**src/design/kccd_ram.sv**
```systemverilog
// generic single-write, single-read ram with registered read data
module kccd_ram #(
	parameter int WIDTH = 8,
	parameter int DEPTH = 16
) (
	input  logic                     clk,
	input  logic                     we,
	input  logic [$clog2(DEPTH)-1:0] waddr,
	input  logic [WIDTH-1:0]         wdata,
	input  logic [$clog2(DEPTH)-1:0] raddr,
	output logic [WIDTH-1:0]         rdata
);

	logic [WIDTH-1:0] mem [DEPTH];

	always_ff @(posedge clk) begin
		if (we) begin
			mem[waddr] <= wdata;
		end
		rdata <= mem[raddr];
	end

endmodule

```
**config.mk**
```make
export PLATFORM = sky130hd
export DESIGN_NAME = kccd_ram
export DESIGN_NICKNAME = d
export VERILOG_FILES = /design/src/design/kccd_ram.sv
export SDC_FILE = /design/constraint.sdc
export NUM_CORES = 1
export LEC_CHECK = 0
export ABC_AREA = 1
export BUFFER_PORTS_ARGS = -buffer_cell sky130_fd_sc_hd__buf_2
export CORE_AREA = 2 2 102 104
export DETAILED_ROUTE_END_ITERATION = 6
export DIE_AREA = 0 0 104 106
export GPL_ROUTABILITY_DRIVEN = 0
export PLACE_DENSITY = 0.82
export REMOVE_ABC_BUFFERS = 1
export SLEW_MARGIN = 30
export SYNTH_ARGS = -nofsm -noshare
export SYNTH_HDL_FRONTEND = slang
export SYNTH_SLANG_ARGS = --single-unit
```
**constraint.sdc**
```tcl
create_clock -name clk -period 1.55 [get_ports clk]
set_input_delay 0.31 -clock clk [delete_from_list [all_inputs] [get_ports clk]]
set_output_delay 0.31 -clock clk [all_outputs]
set_load 0.01 [all_outputs]
```
==> impl_metrics.toml <==
[drt]
drt-initial-drc-count = 461
firstDrtPassIters = 6
dr_total_vias = 4026
avgViaCountPerCell = 5.404
drt-total-wl_mm = 12.98
antenna_left = 0
drc_errors = 0
post_drt_wl_per_cell_um = 17.42

[setup_path]
path_buf_inv = 1
worstReg2RegStart = "mem[5][5]"
cpPeakStageDelay_ps = 350
reg2reg_slack_ps = 490
worst_r2r_endpoint = "rdata[5]"
critical_path_arrival_ps = 1010
crit_type = "reg -> out"
crit_family = "flip-flops"
critPathRequiredTime_ps = 1240
endpoint_kind = "output pin"
crit_fanout = 1
path_cells = "buf_2"
critPathSlowestCell = "dfxtp_1"
crit_path_start_kind = "flip-flop"
crit_cells = 1
ff2ff_path_depth = 6

[floorplan]
io_pins = 26
die_h_um = 106
start_util_pct = 57.67
core_area_mm2 = 0.01000
dieArea_mm2 = 0.01102
die_width_um = 104
fp-row-count = 37

[finish]
nNetsFinal = 614
regArea_mm2 = 0.004004
area_growth_syn_to_layout_pct = 16.58
layout-drive-gt1-share_pct = 13.63
fin_util_pct = 67.23
layout_common_cells = "173 x nand2_1, 128 x edfxtp_1, 100 x inv_1"
layout_commonest_cell = "nand2_1"
fill_cells = 726
diodes = 0
multi_input_area_mm2 = 0.001214

[sta]
fin_crit_sh_pct = 85.15
worst_clock_skew_ps = 6.025
finalSetupViolCount = 0
period_minus_slack_ps = 1320
worst_slew_pin_slew_ps = 350.3
slew_violations = 0
relSlewSlack_pct = 76.65
tns_ps = 0
rsz0062_at_grt = "no"
fmax_ghz = 0.7577
finalHoldViolCount = 0
hold-worst-slack_ps = 175.1

[cts]
cts-root-buf = "clkbuf_8"
clock_sinks = 136
cts.clk_slew.worst_paths_ps = 60
cts_tree = "built"
cts-hold-fix-buffers = 0
cts_buffers = 17
post_cts_resized = 0
h-tree-depth = 4
clockBufferDepth = 2
insertion_delay_ps = 530
cts_setup_buffers = 0

[synth]
seq_area_frac_synth_pct = 69.43
avgSynthCellArea_um2 = 10.47
postSynthCellCount = 551
ys_ff_latch = 136
ys_types = 12
yosysWarnings = 0
netlist_area_mm2 = 0.005767

[worst_hold_path]
hold_start = "raddr[3]"
hold_path_depth = 3
hp-class = "in -> reg"
min_to = "rdata[1]"

[global_routing]
grt_first_pass_wirelength_mm = 20.18
grtUsageTotal_pct = 24.60
grt_pass1_vias = 3934
grt_max_degree = 65
grt.overflow.total = 0
antenna_found_initial = 0

[placed_design]
port_buffers = 25
place_hpwl_mm = 7.555

[power_and_ir_drop]
p_per_area_mw_per_mm2 = 1295
ir_drop_mv = 0.8917
p_leak_nw = 2.950

[run_status]
status = "finished, final reports clean"

[run]
maxCapViolCount = 0
[area by class of cell]
type	instances	share of cell area, %
inverters	102	5.695
clock buffers	19	6.421
well taps	136	2.531
flip-flops and latches	136	59.56
clock inverters	13	2.531
repair buffers	50	5.211
multi-input cells	289	18.05
[logic make-up (layout without fill, tap and decap cells)]
group	after synthesis	after routing	share of synthesized area, %
flip-flops	136	136	69.43
buffers and inverters	126	184	9.525
AND/OR/NAND/NOR	289	289	21.05
[flip-flops by register name, indices dropped and copies added (netlist names)]
signal and cells:
rdata 8, mem 128
[worst max path at each step]
stage	startpoint	to	slack [ps]
global route	rdata[4]	rdata[4]	200
global placement	waddr[2]	mem[8][4]	180
CTS	rdata[5]	rdata[5]	230
floorplan	raddr[0]	rdata[2]	260
finish	rdata[5]	rdata[5]	230
detailed placement	waddr[3]	mem[5][5]	140
[synthesized netlist by cell type (all sizes together)]
cell | n | share of area (%)
buf | 24 | 2.9
dfxtp | 8 | 2.8
edfxtp | 128 | 67
inv | 102 | 6.6
nand2 | 173 | 11
nand3 | 97 | 8.4
nand3b | 2 | 0.26
nor2 | 17 | 1.1
[metrics by stage]
step	instances	setup slack (ps)	power [mW]	area [um^2]
after floorplan	527	259.5	4.441	5600
after global placement	713	178.5	4.692	6121
after detailed placement	713	138.3	4.712	6121
after CTS	745	229.2	8.712	6723
after global routing	745	203.1	8.938	6723
final	745	230.2	8.706	6723
[worst min-delay path: stages]
cell and delay (ps):
buf_2 190, nand3_1 110, nand2_1 40
[where the power goes]
group          total [mW]  leakage [nW]  switching (mW)  internal (mW)
clock network        4.05         0.291            1.54           2.52
logic               0.517          1.44           0.357          0.159
registers            4.14          1.22          0.0245           4.11
[per-layer routing]
metal	part of all wire [%]	wire length [um]	up-vias	global-route usage, %
li1	-	-	1862	-
met1	37	4751	1884	29.75
met2	51	6643	237	42.53
met3	8.7	1128	43	5.395
met4	3.5	452	0	11.20
met5	0	0	-	0
(Power assumes the default switching activity.)
